--- src/hw/rtl/rsts_pkg.sv ---
package rsts_pkg;

    // Section catalogue
    localparam int TABLE_SIZE = 42;
    localparam int IDX_W      = 6;
    localparam int AREA_W     = 14;

    typedef logic [AREA_W-1:0] area_t;
    typedef logic [IDX_W-1:0]  idx_t;

    localparam area_t SECTION_TABLE [TABLE_SIZE] = '{
        14'd184,  14'd226,  14'd266,  14'd307,  14'd347,  14'd388,  14'd479,
        14'd527,  14'd575,  14'd625,  14'd684,  14'd744,  14'd806,  14'd866,
        14'd940,  14'd1047, 14'd1138, 14'd1221, 14'd1379, 14'd1539, 14'd1703,
        14'd1903, 14'd2112, 14'd2320, 14'd2512, 14'd2750, 14'd2988, 14'd3276,
        14'd3390, 14'd3477, 14'd3916, 14'd4300, 14'd4565, 14'd4694, 14'd5100,
        14'd5210, 14'd6182, 14'd6190, 14'd6830, 14'd7638, 14'd9060, 14'd9413
    };

    // Fold bounds, hundredths of cm2
    localparam longint AREA_LO     = 184;
    localparam longint AREA_HI     = 9413;
    localparam longint FOLD_SPAN   = AREA_HI - AREA_LO;
    localparam longint FOLD_PERIOD = 2 * FOLD_SPAN;

    // Bias that makes x - AREA_LO non-negative; a whole number of periods
    localparam longint FOLD_BASE_MULT = ((longint'(1) << 31) + AREA_LO) / FOLD_PERIOD + 1;
    localparam longint FOLD_OFFSET    = FOLD_BASE_MULT * FOLD_PERIOD - AREA_LO;

    // Biased value u = hi * 2^U_SPLIT + lo; 2^U_SPLIT folded to its residue
    localparam int     U_W         = 33;
    localparam int     U_SPLIT     = 17;
    localparam longint FOLD_HI_MOD = (longint'(1) << U_SPLIT) % FOLD_PERIOD;

    // Partial residue t = hi * FOLD_HI_MOD + lo, below 2^27
    localparam int     T_W         = 27;

    // Reciprocal quotient estimate, low by at most one
    localparam int     RECIP_SHIFT = 40;
    localparam int     RECIP_W     = 26;
    localparam longint RECIP       = (longint'(1) << RECIP_SHIFT) / FOLD_PERIOD;
    localparam int     Q_W         = 13;
    localparam int     P_W         = 15;
    localparam int     R_W         = 16;

endpackage

--- src/hw/rtl/rsts_fold.sv ---
module rsts_fold (
    input  logic                  clk,
    input  logic                  rst_n,
    input  logic                  in_valid,
    output logic                  in_stall,
    input  logic [31:0]           area_in,
    input  logic                  last_in,
    output logic                  fold_valid,
    input  logic                  fold_stall,
    output rsts_pkg::area_t       fold_area,
    output logic                  fold_last
);
    import rsts_pkg::*;

    localparam int NSTG = 5;

    localparam logic [U_W:0]         OFFSET_C = (U_W+1)'(FOLD_OFFSET);
    localparam logic [AREA_W-3:0]    HI_MOD_C = (AREA_W-2)'(FOLD_HI_MOD);
    localparam logic [RECIP_W-1:0]   RECIP_C  = RECIP_W'(RECIP);
    localparam logic [P_W-1:0]       PERIOD_C = P_W'(FOLD_PERIOD);
    localparam logic [R_W-1:0]       PERIOD_R = R_W'(FOLD_PERIOD);
    localparam logic [R_W-1:0]       SPAN_R   = R_W'(FOLD_SPAN);
    localparam logic [R_W-1:0]       LO_R     = R_W'(AREA_LO);

    logic [NSTG-1:0] vld_reg;
    logic [NSTG-1:0] adv;
    logic [NSTG-1:0] last_reg;

    logic [U_W-1:0]   u_reg;
    logic [T_W-1:0]   t_reg;
    logic [T_W-1:0]   t3_reg;
    logic [Q_W-1:0]   q_reg;
    logic [R_W-1:0]   r_reg;
    area_t            v_reg;

    logic [U_W:0]              u_next;
    logic [T_W-1:0]            t_next;
    logic [T_W+RECIP_W-1:0]    prod;
    logic [Q_W-1:0]            q_next;
    logic [Q_W+P_W-1:0]        qp;
    logic [R_W-1:0]            r_next;
    logic [R_W-1:0]            d1;
    logic [R_W-1:0]            d2;
    logic [R_W-1:0]            v_wide;

    // stage advance chain: a stage moves when empty or when its successor moves
    always_comb
    begin
        adv[NSTG-1] = !vld_reg[NSTG-1] || !fold_stall;
        for (int k = NSTG-2; k >= 0; k--)
        begin
            adv[k] = !vld_reg[k] || adv[k+1];
        end
    end

    assign in_stall   = !adv[0];
    assign fold_valid = vld_reg[NSTG-1];
    assign fold_area  = v_reg;
    assign fold_last  = last_reg[NSTG-1];

    always_comb
    begin
        // S1: bias
        u_next = {{2{area_in[31]}}, area_in} + OFFSET_C;
        // S2: fold high part by its residue
        t_next = T_W'(u_reg[U_W-1:U_SPLIT]) * T_W'(HI_MOD_C) + T_W'(u_reg[U_SPLIT-1:0]);
        // S3: quotient estimate
        prod   = t_reg * RECIP_C;
        q_next = prod[RECIP_SHIFT+Q_W-1:RECIP_SHIFT];
        // S4: remainder, below two periods
        qp     = q_reg * PERIOD_C;
        r_next = R_W'(t3_reg - T_W'(qp));
        // S5: correct, reflect, rebase
        d1     = (r_reg >= PERIOD_R) ? (r_reg - PERIOD_R) : r_reg;
        d2     = (d1 > SPAN_R) ? (PERIOD_R - d1) : d1;
        v_wide = d2 + LO_R;
    end

    always_ff @(posedge clk or negedge rst_n)
    begin
        if (!rst_n)
        begin
            vld_reg <= '0;
        end
        else
        begin
            if (adv[0])
            begin
                vld_reg[0] <= in_valid;
            end
            for (int k = 1; k < NSTG; k++)
            begin
                if (adv[k])
                begin
                    vld_reg[k] <= vld_reg[k-1];
                end
            end
        end
    end

    always_ff @(posedge clk)
    begin
        if (adv[0])
        begin
            u_reg       <= u_next[U_W-1:0];
            last_reg[0] <= last_in;
        end
        if (adv[1])
        begin
            t_reg       <= t_next;
            last_reg[1] <= last_reg[0];
        end
        if (adv[2])
        begin
            t3_reg      <= t_reg;
            q_reg       <= q_next;
            last_reg[2] <= last_reg[1];
        end
        if (adv[3])
        begin
            r_reg       <= r_next;
            last_reg[3] <= last_reg[2];
        end
        if (adv[4])
        begin
            v_reg       <= v_wide[AREA_W-1:0];
            last_reg[4] <= last_reg[3];
        end
    end

    // remainder estimate is never more than one period high
    a_rem_bound: assert property (@(posedge clk) disable iff (!rst_n)
        vld_reg[3] |-> (r_reg < 2 * PERIOD_R))
        else $error("fold remainder out of bound");

    // folded value stays inside the section range
    a_fold_range: assert property (@(posedge clk) disable iff (!rst_n)
        vld_reg[4] |-> (v_reg >= AREA_W'(AREA_LO)) && (v_reg <= AREA_W'(AREA_HI)))
        else $error("folded area out of range");

endmodule

--- src/hw/rtl/rsts_snap.sv ---
module rsts_snap (
    input  logic                  clk,
    input  logic                  rst_n,
    input  logic                  fold_valid,
    output logic                  fold_stall,
    input  rsts_pkg::area_t       fold_area,
    input  logic                  fold_last,
    output logic                  out_valid,
    input  logic                  out_stall,
    output rsts_pkg::area_t       area_out,
    output rsts_pkg::idx_t        section_index,
    output logic                  last_out
);
    import rsts_pkg::*;

    logic [1:0] vld_reg;
    logic [1:0] adv;
    logic [1:0] last_reg;

    // flag j: value at or past the midpoint between entries j-1 and j
    logic [TABLE_SIZE-1:1] flag_reg;
    logic [TABLE_SIZE-1:1] flag_next;
    logic [TABLE_SIZE:0]   thr;
    logic [TABLE_SIZE-1:0] sel;
    idx_t                  idx_next;
    area_t                 area_next;
    idx_t                  idx_reg;
    area_t                 area_reg;
    logic [AREA_W:0]       twice_v;

    always_comb
    begin
        adv[1] = !vld_reg[1] || !out_stall;
        adv[0] = !vld_reg[0] || adv[1];
    end

    assign fold_stall    = !adv[0];
    assign out_valid     = vld_reg[1];
    assign area_out      = area_reg;
    assign section_index = idx_reg;
    assign last_out      = last_reg[1];

    // 2v >= T[j-1] + T[j] gives the nearer entry, ties to the larger one
    always_comb
    begin
        twice_v = {fold_area, 1'b0};
        for (int j = 1; j < TABLE_SIZE; j++)
        begin
            flag_next[j] = twice_v >= ((AREA_W+1)'(SECTION_TABLE[j-1]) +
                                       (AREA_W+1)'(SECTION_TABLE[j]));
        end
    end

    // thermometer to one-hot, then encode
    always_comb
    begin
        thr       = {1'b0, flag_reg, 1'b1};
        idx_next  = '0;
        area_next = '0;
        for (int j = 0; j < TABLE_SIZE; j++)
        begin
            sel[j] = thr[j] & ~thr[j+1];
            if (sel[j])
            begin
                idx_next  = idx_next | IDX_W'(j);
                area_next = area_next | SECTION_TABLE[j];
            end
        end
    end

    always_ff @(posedge clk or negedge rst_n)
    begin
        if (!rst_n)
        begin
            vld_reg <= '0;
        end
        else
        begin
            if (adv[0])
            begin
                vld_reg[0] <= fold_valid;
            end
            if (adv[1])
            begin
                vld_reg[1] <= vld_reg[0];
            end
        end
    end

    always_ff @(posedge clk)
    begin
        if (adv[0])
        begin
            flag_reg    <= flag_next;
            last_reg[0] <= fold_last;
        end
        if (adv[1])
        begin
            idx_reg     <= idx_next;
            area_reg    <= area_next;
            last_reg[1] <= last_reg[0];
        end
    end

    // midpoint flags are monotone, so exactly one entry is picked
    a_one_pick: assert property (@(posedge clk) disable iff (!rst_n)
        vld_reg[0] |-> $onehot(sel))
        else $error("section select not one-hot");

    // delivered area matches the catalogue entry at the delivered index
    a_area_idx: assert property (@(posedge clk) disable iff (!rst_n)
        vld_reg[1] |-> (idx_reg < IDX_W'(TABLE_SIZE)) &&
                       (area_reg == SECTION_TABLE[idx_reg]))
        else $error("area and index disagree");

endmodule

--- src/hw/rtl/reflect_and_snap_to_section.sv ---
// Reflect-and-snap section quantizer. Each beat on the input carries a signed
// 32-bit candidate area in hundredths of cm2 plus a last flag; each beat on the
// output carries the chosen standard area, its catalogue index and the same
// last flag, exactly one output beat per input beat and in order. The area is
// mirrored into 1.84..94.13 cm2 (a triangle fold of period 18458, done as a
// biased residue: split multiply, reciprocal quotient estimate, one-step
// correction), then snapped to the nearest of the 42 catalogue entries with a
// tie going to the larger entry, by comparing twice the value with the sums of
// neighboring entries in parallel. The pipe is seven register stages deep:
// five in the fold, two in the snap. Throughput is one beat per cycle while
// the output is not stalled, set by the fully pipelined datapath in which
// every stage takes a new beat each cycle. A stall on the output freezes
// only the stages that are full, so bubbles are squeezed out and in_stall
// rises only when all seven stages hold data. There is no configuration and
// no state beyond the pipe.
module reflect_and_snap_to_section (
    input  logic                  clk,
    input  logic                  rst_n,
    input  logic                  in_valid,
    output logic                  in_stall,
    input  logic [31:0]           area_in,
    input  logic                  last_in,
    output logic                  out_valid,
    input  logic                  out_stall,
    output rsts_pkg::area_t       area_out,
    output rsts_pkg::idx_t        section_index,
    output logic                  last_out
);
    import rsts_pkg::*;

    // fold -> snap beat
    logic   fold_valid;
    logic   fold_stall;
    area_t  fold_area;
    logic   fold_last;

    rsts_fold u_fold (
        .clk        (clk),
        .rst_n      (rst_n),
        .in_valid   (in_valid),
        .in_stall   (in_stall),
        .area_in    (area_in),
        .last_in    (last_in),
        .fold_valid (fold_valid),
        .fold_stall (fold_stall),
        .fold_area  (fold_area),
        .fold_last  (fold_last)
    );

    rsts_snap u_snap (
        .clk           (clk),
        .rst_n         (rst_n),
        .fold_valid    (fold_valid),
        .fold_stall    (fold_stall),
        .fold_area     (fold_area),
        .fold_last     (fold_last),
        .out_valid     (out_valid),
        .out_stall     (out_stall),
        .area_out      (area_out),
        .section_index (section_index),
        .last_out      (last_out)
    );

endmodule

--- config.mk ---
export PLATFORM = sky130hd
export DESIGN_NAME = reflect_and_snap_to_section
export DESIGN_NICKNAME = d
export VERILOG_FILES = /design/src/hw/rtl/rsts_pkg.sv /design/src/hw/rtl/rsts_fold.sv /design/src/hw/rtl/rsts_snap.sv /design/src/hw/rtl/reflect_and_snap_to_section.sv
export SDC_FILE = /design/constraint.sdc
export NUM_CORES = 1
export LEC_CHECK = 0
export ABC_AREA = 1
export BUFFER_PORTS_ARGS = -buffer_cell sky130_fd_sc_hd__clkbuf_2
export CORE_MARGIN = 2
export CORE_UTILIZATION = 45
export CTS_CLUSTER_DIAMETER = 80
export DETAILED_ROUTE_END_ITERATION = 7
export GPL_TIMING_DRIVEN = 0
export PLACE_DENSITY = 0.71
export SYNTH_ARGS = -nofsm -noshare
export SYNTH_HDL_FRONTEND = slang
export SYNTH_SLANG_ARGS = --single-unit
--- constraint.sdc ---
create_clock -name clk -period 13.4 [get_ports clk]
set_input_delay 0.67 -clock clk [delete_from_list [all_inputs] [get_ports clk]]
set_output_delay 0.67 -clock clk [all_outputs]
set_load 0.1 [all_outputs]
# Word level (Yosys, flattened, before mapping)
# Cells that the tools add are included.
# word_totals
register_bits	194
latchBits	0
ram_bits	0
mem_bits_ro	0
inputBits	37
output_inout_bits	23
wordCells	265
mem_count	0
# classes
add_sub_neg	6
n_mul	3
div	0
magnitude_cmp	43
eq_ne	0
shifts	0
n_mux	83
n_bitwise	80
reduce_logical	20
# ops
op	n
15-bit by 14-bit >= comparator with 1-bit output (second input constant)	9
15-bit by 11-bit >= comparator with 1-bit output (second input constant)	8
15-bit by 13-bit >= comparator with 1-bit output (second input constant)	8
13-bit two-way mux	9
12-bit two-way mux	9
15-bit by 12-bit >= comparator with 1-bit output (second input constant)	7
10-bit two-way mux	8
5-bit two-way mux	16
11-bit two-way mux	7
15-bit by 10-bit >= comparator with 1-bit output (second input constant)	5
6-bit two-way mux	9
27-bit by 26-bit multiplier with 53-bit output (second input constant)	1
9-bit two-way mux	5
1-bit bitwise AND	40
1-bit inverter	40
32-bit by 33-bit adder with 33-bit output (second input constant)	1
4-bit two-way mux	8
15-bit >= comparator (second input constant)	2
15-bit by 9-bit >= comparator with 1-bit output (second input constant)	2
14-bit two-way mux	2
27-bit by 17-bit adder with 27-bit output	1
16-bit by 10-bit multiplier with 26-bit output (second input constant)	1
16-bit by 15-bit >= comparator with 1-bit output (second input constant)	1
16-bit by 14-bit > comparator with 1-bit output (second input constant)	1
other kinds (16)	35

# Logic depth before layout (Yosys ltp)
# Gate-level depths: netlist (run 1).
# logic_depth
depth_word	42
ltp_mapped	26
ltp_nobuf	26

# Modules after synthesis
# Synthesis (run 1) repeated with hierarchy kept, for this count alone.
# unflattened
cells_unflattened	3228
hier_area_um2	27999.4
# by_module_without_submodules
mod	n_inst	cells_each	area_each_um2	seq_area_each_um2
rsts_fold	1	2628	23840.4	3848.7
rsts_snap	1	600	4159.0	1941.9

# Worst setup path after synthesis (run 1)
# Ideal clock, no wire load.
# synth_path
path_type	register to register
start	reg u_snap.vld_reg[1]
end	reg u_fold.last_reg[0], enable pin
setup_time_ns	0.493
t_arrival_ns	6.676
t_required_ns	12.907
slack_ns	6.230
stages_incl_launch_ff	14
period_less_slack_ns	7.170
path_cell_list	dfrtp_1 > nand2_1 > nor2_1 > inv_1 > nor2_1 > inv_1 > nor2_1 > inv_1 > nor2_1 > inv_1 > nor2_1 > inv_1 > nor2_1 > inv_1
# synth_via
elab_chain_len	8
# synth_lines
element	line	source
from (decl)	rsts_snap.sv:16	logic [1:0] vld_reg;
from (signal assigned)	rsts_snap.sv:85	vld_reg[1] <= vld_reg[0];
1-bit logical NOT	rsts_snap.sv:33	adv[1] = !vld_reg[1] || !out_stall;
1-bit logical OR	rsts_snap.sv:33	
net u_snap.adv[1]	rsts_snap.sv:17	logic [1:0] adv;
1-bit logical OR	rsts_snap.sv:34	adv[0] = !vld_reg[0] || adv[1];
net u_snap.adv[0]	rsts_snap.sv:17	
1-bit logical OR	rsts_fold.sv:49	adv[NSTG-1] = !vld_reg[NSTG-1] || !fold_stall;
net u_fold.adv[4]	rsts_fold.sv:26	logic [NSTG-1:0] adv;
1-bit logical OR	rsts_fold.sv:52	adv[k] = !vld_reg[k] || adv[k+1];
net u_fold.adv[3]	rsts_fold.sv:26	
1-bit logical OR	rsts_fold.sv:52	
net u_fold.adv[2]	rsts_fold.sv:26	
1-bit logical OR	rsts_fold.sv:52	
net u_fold.adv[1]	rsts_fold.sv:26	
1-bit logical OR	rsts_fold.sv:52	
to (signal assigned)	rsts_fold.sv:106	last_reg[0] <= last_in;
to (decl)	rsts_fold.sv:27	logic [NSTG-1:0] last_reg;
# The timed path passes the listed nets, and every way through them passes these cells.
# A chain may end at the register's enable or synchronous reset.

# Worst setup path after layout (run 1)
# layout_path
start	reg u_fold.t_reg[7]
end	reg u_fold.q_reg[12] (data pin)
# layout_via
elab_chain_len	1
# layout_lines
element	line	source
from (decl)	rsts_fold.sv:30	logic [T_W-1:0] t_reg;
from (signal assigned)	rsts_fold.sv:110	t_reg <= t_next;
27-bit by 26-bit multiplier with 53-bit output	rsts_fold.sv:68	prod = t_reg * RECIP_C;
net u_fold.prod[52]	rsts_fold.sv:38	logic [T_W+RECIP_W-1:0] prod;
to (signal assigned)	rsts_fold.sv:116	q_reg <= q_next;
to (decl)	rsts_fold.sv:32	logic [Q_W-1:0] q_reg;
# The timed path passes the listed nets, and every way through them passes these cells.

==> results.json, run 1 <==
{
  "drtAntennaViolNets": 0,
  "cts-buffers-inserted": 17,
  "drt_first_pass_iters": 6,
  "grt_pass1_wl_um": 103000,
  "reg2reg_slack_ns": 6.24,
  "postSynthAreaPerCell_um2": 8.89,
  "async_flop_share_pct": 3.61,
  "timing.rr.start": "u_fold.t_reg[7]",
  "slew_viol_final": 0,
  "period_share_pct": 53.5,
  "grt-ovfl-total": 0,
  "worstSetupPathType": "flop to flop",
  "whs_path_depth": 1,
  "crit_slowest_cell": "edfxtp_1",
  "synth_edf_count": 187,
  "finClkSkew_ns": 0.0166,
  "grt_max_degree": 45,
  "postSynthCellCount": 3128,
  "drcViolationCount": 0,
  "die_h_um": 253,
  "cp_common_cell": "inv_1",
  "vias": 20300,
  "routed_wl_um": 63300,
  "drtIter0Drc": 1064,
  "max_freq_mhz": 140,
  "clk_path_buf_depth": 2,
  "synth-seq-area-share_pct": 20.8,
  "rr_worst_depth": 22,
  "post_drt_wl_per_cell_um": 15.8,
  "holdPathEnd": "u_fold.last_reg[0]",
  "coreArea_mm2": 0.0614,
  "area_delta_synth_final_pct": 7.07,
  "boundaryPins": 60,
  "fillers": 5756,
  "via_per_inst": 5.06,
  "start_kind": "flop",
  "cts.sinks": 194,
  "seq_area_mm2": 0.00579,
  "yosys_most_used_dff": "edfxtp_1",
  "worst_pin_slew_ns": 1.22,
  "dpl_worst_slack_ns": 6.05,
  "clock_latency_ns": 0.49,
  "rows": 91,
  "synth_nets": 3934,
  "synth_area_mm2": 0.0278,
  "layout_setup_ws_ns": 6.24,
  "setup_tns_ns": 0,
  "final_common_cell": "inv_1",
  "final_nets": 4014,
  "grt_pass1_vias": 20800,
  "hp-start": "last_in",
  "yosysWarningCount": 0,
  "setup_viol": 0,
  "status": "finished clean",
  "crit_arrival_ns": 7.40,
  "rr_endpoint": "u_fold.q_reg[12]",
  "critPathCaptureType": "flop",
  "grt_usage_pct": 20.6,
  "root_buffer": "clkbuf_16",
  "clkTransAtPathRegs_ns": 0.08,
  "h-tree-depth": 4,
  "ys_seq_elements": 194,
  "die_area_mm2": 0.0638,
  "largest_register_ffs": 41,
  "grt_antenna_before_repair": 0,
  "antennaDiodeCount": 0,
  "hold_class": "primary input to flop",
  "path_cells": "inv_1 > fa_1 > inv_1 > ha_1 > inv_1 > fa_1 > inv_1 > fa_1 > fa_1 > fa_1 > inv_1 > fa_1 > inv_1 > ha_1 > nand2_1 > nor2_1 > inv_1 > nor4_1 > nand3_1 > o211ai_1 > a31oi_1 > xnor2_1",
  "cts_setup_buffers": 0,
  "max_slew_margin_pct": 18.7,
  "port_buffers": 59,
  "cp.required_ns": 13.64,
  "synthDistinctLibCells": 49,
  "multi_input_area_mm2": 0.0187,
  "min_period_ns": 7.16,
  "die_w_um": 253,
  "final_cell_mix": "848 x inv_1, 460 x ha_1, 380 x nand2_1, 309 x fa_1, 190 x nor2_1",
  "drive_gt1_share_pct": 5.03,
  "cpPeakStageDelay_ns": 0.67,
  "cts_tree": "built",
  "hpwlAfterDp_um": 54500,
  "gp_congestion": 0.954,
  "initial_core_util_pct": 45.3,
  "rsz0062_at_grt": "no",
  "crit_fanout": 7,
  "final_hold_viol_count": 0,
  "cap_violations": 0
}
==> kinds of logic after synthesis <==
family	after synthesis	share of synthesized area, %
buf+inv	874	12.0
simple gates	818	13.1
fa+ha+maj	769	43.0
compound gates	340	6.94
flops	194	20.8
xor+xnor	133	4.24
==> critical path, delay by kind of cell, from the launching register on <==
family / cells / cell delay [ns]
compound gates: 2 / 0.78
buf+inv: 7 / 0.67
flops: 1 / 0.67
simple gates: 4 / 0.77
xor+xnor: 1 / 0.16
fa+ha+maj: 8 / 3.85
==> area by class of cell <==
| class | instances | share of cell area [%] |
|---|---|---|
| clock buffers | 17 | 1.43 |
| multi-input cells | 2060 | 62.8 |
| inverters | 863 | 10.9 |
| plain buffers | 11 | 0.277 |
| well taps | 790 | 3.32 |
| repair buffers | 61 | 1.09 |
| clock inverters | 15 | 0.757 |
| flip-flops and latches | 194 | 19.5 |
==> what timing repair did <==
item                                    in CTS  in global routing
endpoints found under the setup margin       0                  0
hold buffers                                 1                  0
endpoints found under the hold margin        5                  0
resized for setup                            0                  0
==> how the worst max path moves through the flow <==
stage	startpoint	end	slack [ns]	cells after the start
detailed placement	out_stall	u_fold.u_reg[0]	6.05	14
floorplan	u_snap.vld_reg[1]	u_fold.last_reg[0]	6.23	13
finish	u_fold.t_reg[7]	u_fold.q_reg[12]	6.24	22
CTS	u_snap.vld_reg[1]	in_stall	6.26	13
global route	u_snap.vld_reg[1]	in_stall	5.74	13
global placement	out_stall	u_fold.u_reg[0]	5.77	14
==> synthesized netlist by cell type (all sizes together), types with 2 or more instances <==
| cell | count | area share [%] |
|---|---|---|
| a41oi | 3 | 0.095 |
| fa | 309 | 22 |
| nor4 | 26 | 0.59 |
| nand3 | 96 | 1.9 |
| o311ai | 4 | 0.13 |
| nand2 | 411 | 5.9 |
| nand4 | 33 | 0.74 |
| nor3 | 35 | 0.63 |
| o31ai | 9 | 0.24 |
| o21bai | 8 | 0.22 |
| o21ai | 104 | 1.9 |
| o211ai | 15 | 0.41 |
| inv | 862 | 12 |
| xor2 | 80 | 2.5 |
| edfxtp | 187 | 20 |
| and2 | 3 | 0.068 |
| o21a | 3 | 0.081 |
| a21o | 8 | 0.22 |
| a311oi | 2 | 0.063 |
| a21boi | 7 | 0.19 |
| dfrtp | 7 | 0.63 |
| clkbuf | 6 | 0.081 |
| or2 | 4 | 0.090 |
| o221ai | 2 | 0.063 |
| a2111oi | 3 | 0.095 |
| a21oi | 145 | 2.6 |
| ha | 460 | 21 |
| buf | 5 | 0.22 |
| a211oi | 5 | 0.14 |
| nor2 | 202 | 3.0 |
| nand3b | 7 | 0.19 |
| xnor2 | 52 | 1.6 |
| a31oi | 20 | 0.45 |
==> layer usage <==
layer	up-vias	wire, um	global-route usage, %
met5	-	0	0
met4	0	1990	6.73
met3	113	3300	3.03
met2	524	31400	36.7
met1	9595	26700	25.6
li1	10100	-	-
==> through the flow <==
step	hold WS (ns)	instances	utilization, %	cell area [um2]
floorplan	0.374	3128	-	27800
global placement	0.401	3977	47.4	29100
detailed placement	0.407	3977	47.4	29100
CTS	0.345	4010	48.5	29700
global route	0.353	4011	48.5	29800
finish	0.374	4011	48.5	29800
Power of run 1 is left out: the tool's default activity adds up to more than one toggle a clock period on the data nets, which glitch-free logic cannot reach.
==> run 2: changes to the inputs <==
--- a/config.mk
+++ b/config.mk
@@ -5,14 +5,14 @@
 export SDC_FILE = /design/constraint.sdc
 export NUM_CORES = 1
 export LEC_CHECK = 0
-export ABC_AREA = 1
+export ABC_AREA = 0
 export BUFFER_PORTS_ARGS = -buffer_cell sky130_fd_sc_hd__clkbuf_2
 export CORE_MARGIN = 2
 export CORE_UTILIZATION = 45
 export CTS_CLUSTER_DIAMETER = 80
 export DETAILED_ROUTE_END_ITERATION = 7
 export GPL_TIMING_DRIVEN = 0
-export PLACE_DENSITY = 0.71
+export PLACE_DENSITY = 0.72
 export SYNTH_ARGS = -nofsm -noshare
 export SYNTH_HDL_FRONTEND = slang
 export SYNTH_SLANG_ARGS = --single-unit
==> constraint.sdc (replaced) <==
create_clock -name clk -period 7.4 [get_ports clk]
set_input_delay 0.37 -clock clk [delete_from_list [all_inputs] [get_ports clk]]
set_output_delay 0.37 -clock clk [all_outputs]
set_load 0.1 [all_outputs]
==> run 2 against run 1 <==
Compared with the run above:
- global-route usage down 0.90 points
- hold slack worse by 0.31 ns
- critical path depth up 2
- clock skew down 0.0034 ns
- die area down 4.3%
- synthesized cell count down 15%
- sequential share of layout area up 0.67 points
- routed wire length down 10%
- first-iteration DRC count down 20%
==> results.json, run 2 <==
{
  "status": "finished clean",
  "cts_tree": "built",
  "port_buffers": 59,
  "largest_register_ffs": 41,
  "fillers": 5247,
  "dpl_worst_slack_ns": -0.363,
  "drive_gt1_share_pct": 5.86,
  "max_freq_mhz": 141,
  "drt_first_pass_iters": 5,
  "path_cells": "inv_1 > fa_1 > inv_1 > ha_1 > inv_1 > fa_1 > inv_1 > fa_1 > fa_1 > fa_1 > inv_1 > fa_1 > inv_1 > ha_1 > and3_1 > nand2_1 > o21ai_1 > nand3_1 > nand2_1 > nor2_1 > nor2b_1 > o21ai_0 > o31ai_1 > xor2_1",
  "slew_viol_final": 0,
  "clk_path_buf_depth": 2,
  "grt_antenna_before_repair": 0,
  "crit_fanout": 6,
  "final_cell_mix": "671 x inv_1, 460 x ha_1, 309 x fa_1, 187 x edfxtp_1, 119 x nand2_1",
  "area_delta_synth_final_pct": 8.19,
  "die_w_um": 247,
  "cts.sinks": 194,
  "crit_arrival_ns": 7.30,
  "postSynthCellCount": 2674,
  "final_nets": 3590,
  "root_buffer": "clkbuf_16",
  "drtAntennaViolNets": 0,
  "cts-buffers-inserted": 17,
  "final_hold_viol_count": 0,
  "rsz0062_at_grt": "no",
  "synth_top_area_share_pct": 23.3,
  "ys_top_cells_by_count": "672 x inv_1, 460 x ha_1, 309 x fa_1",
  "die_area_mm2": 0.0610,
  "layout_setup_ws_ns": 0.312,
  "critPathCaptureType": "flop",
  "synth-seq-area-share_pct": 21.8,
  "setup_viol": 0,
  "via_per_inst": 5.17,
  "path_buf_inv": 6,
  "cp_top_family": "adder cells",
  "cp.required_ns": 7.61,
  "multi_input_area_mm2": 0.0181,
  "synthDistinctLibCells": 81,
  "cap_violations": 0,
  "grt_max_degree": 44,
  "boundaryPins": 60,
  "cpPeakStageDelay_ns": 0.59,
  "min_period_ns": 7.09,
  "grt_pass1_vias": 19100,
  "rows": 89,
  "yosys.area.top_type": "fa_1",
  "async_flop_share_pct": 3.61,
  "hpwlAfterDp_um": 47500,
  "coreArea_mm2": 0.0587,
  "grt_usage_pct": 19.7,
  "drtIter0Drc": 851,
  "synth_most_common_cell": "inv_1",
  "start_kind": "flop",
  "vias": 18500,
  "h-tree-depth": 4,
  "synth_area_leaders": "fa_1 23%, ha_1 22%, edfxtp_1 21%",
  "worst_pin_slew_ns": 0.915,
  "routed_wl_um": 56800,
  "period_share_pct": 95.8,
  "synth_nets": 3480,
  "yosys_most_used_dff": "edfxtp_1",
  "initial_core_util_pct": 45.3,
  "hold_class": "primary input to flop",
  "post_drt_wl_per_cell_um": 15.9,
  "worstSetupPathType": "flop to flop",
  "seq_area_mm2": 0.00579,
  "finClkSkew_ns": 0.0132,
  "clkTransAtPathRegs_ns": 0.08,
  "crit_slowest_cell": "fa_1",
  "placed_cells": 3508,
  "synth_edf_count": 187,
  "grt_pass1_wl_um": 95400,
  "max_slew_margin_pct": 38.5,
  "clock_latency_ns": 0.48,
  "postSynthAreaPerCell_um2": 9.94,
  "antennaDiodeCount": 0,
  "drcViolationCount": 0,
  "instances_no_fill": 3570,
  "gp_congestion": 0.952,
  "ys_seq_elements": 194,
  "yosysWarningCount": 0,
  "final_common_cell": "inv_1",
  "synth_area_mm2": 0.0266,
  "die_h_um": 247,
  "grt-ovfl-total": 0
}
[run 2: cell families (layout without fill, tap and decap cells)]
group | after synthesis | after routing | synth area share [%]
simple gates | 530 | 530 | 10.2
buf+inv | 706 | 829 | 10.1
xor+xnor | 131 | 131 | 4.32
mux | 3 | 3 | 0.132
fa+ha+maj | 769 | 769 | 44.9
flops | 194 | 194 | 21.8
compound gates | 341 | 341 | 8.57
[run 2: worst paths after layout]
path	startpoint	end	slack, ns	cells past startpoint
max reg2reg	u_fold.t_reg[7]	u_fold.q_reg[10]	0.31	24
max in group asynchronous	rst_n	u_fold.vld_reg[1]	6.95	2
min in group asynchronous	rst_n	u_fold.vld_reg[2]	0.27	2
max	u_fold.t_reg[7]	u_fold.q_reg[10]	0.31	24
min reg2reg	u_fold.last_reg[4]	u_snap.last_reg[0]	0.42	0
min	area_in[0]	u_fold.u_reg[0]	0.06	1
[run 2: final cells by class]
cell class	count	area share [%]
Buffer	34	0.526
Clock buffer	17	1.48
Clock inverter	15	0.735
Inverter	672	8.77
Multi-Input combinational cell	1774	63.1
Sequential cell	194	20.1
Tap cell	773	3.36
Timing Repair Buffer	91	1.92
[run 2: metal layers]
metal / vias to the layer above / share of wire [%] / GRT usage [%] / wire (um)
met5: - / 0 / 0 / 0
met4: 0 / 2.4 / 5.90 / 1350
met3: 90 / 4.0 / 2.76 / 2280
met2: 394 / 50 / 34.2 / 28100
met1: 8956 / 44 / 25.5 / 25000
li1: 9020 / - / - / -
[run 2: metrics by stage]
step | setup TNS (ns) | util, % | cell area [um2] | hold WS [ns]
CTS | 0 | 48.8 | 28600 | 0.0286
detailed placement | -1.36 | 47.5 | 27900 | 0.222
floorplan | 0 | - | 26600 | 0.0744
global route | 0 | 49.0 | 28800 | 0.0390
finish | 0 | 49.0 | 28800 | 0.0630
global placement | -1.19 | 47.5 | 27900 | 0.220
[run 2: timing repair]
action / CTS / global route
setup buffers: 15 / 14
hold buffers: 1 / 0
endpoints found under the setup margin: 8 / 9
hold endpoints to repair: 7 / 0
gates resized for setup: 2 / 4
Power of run 2 is left out for the same reason.
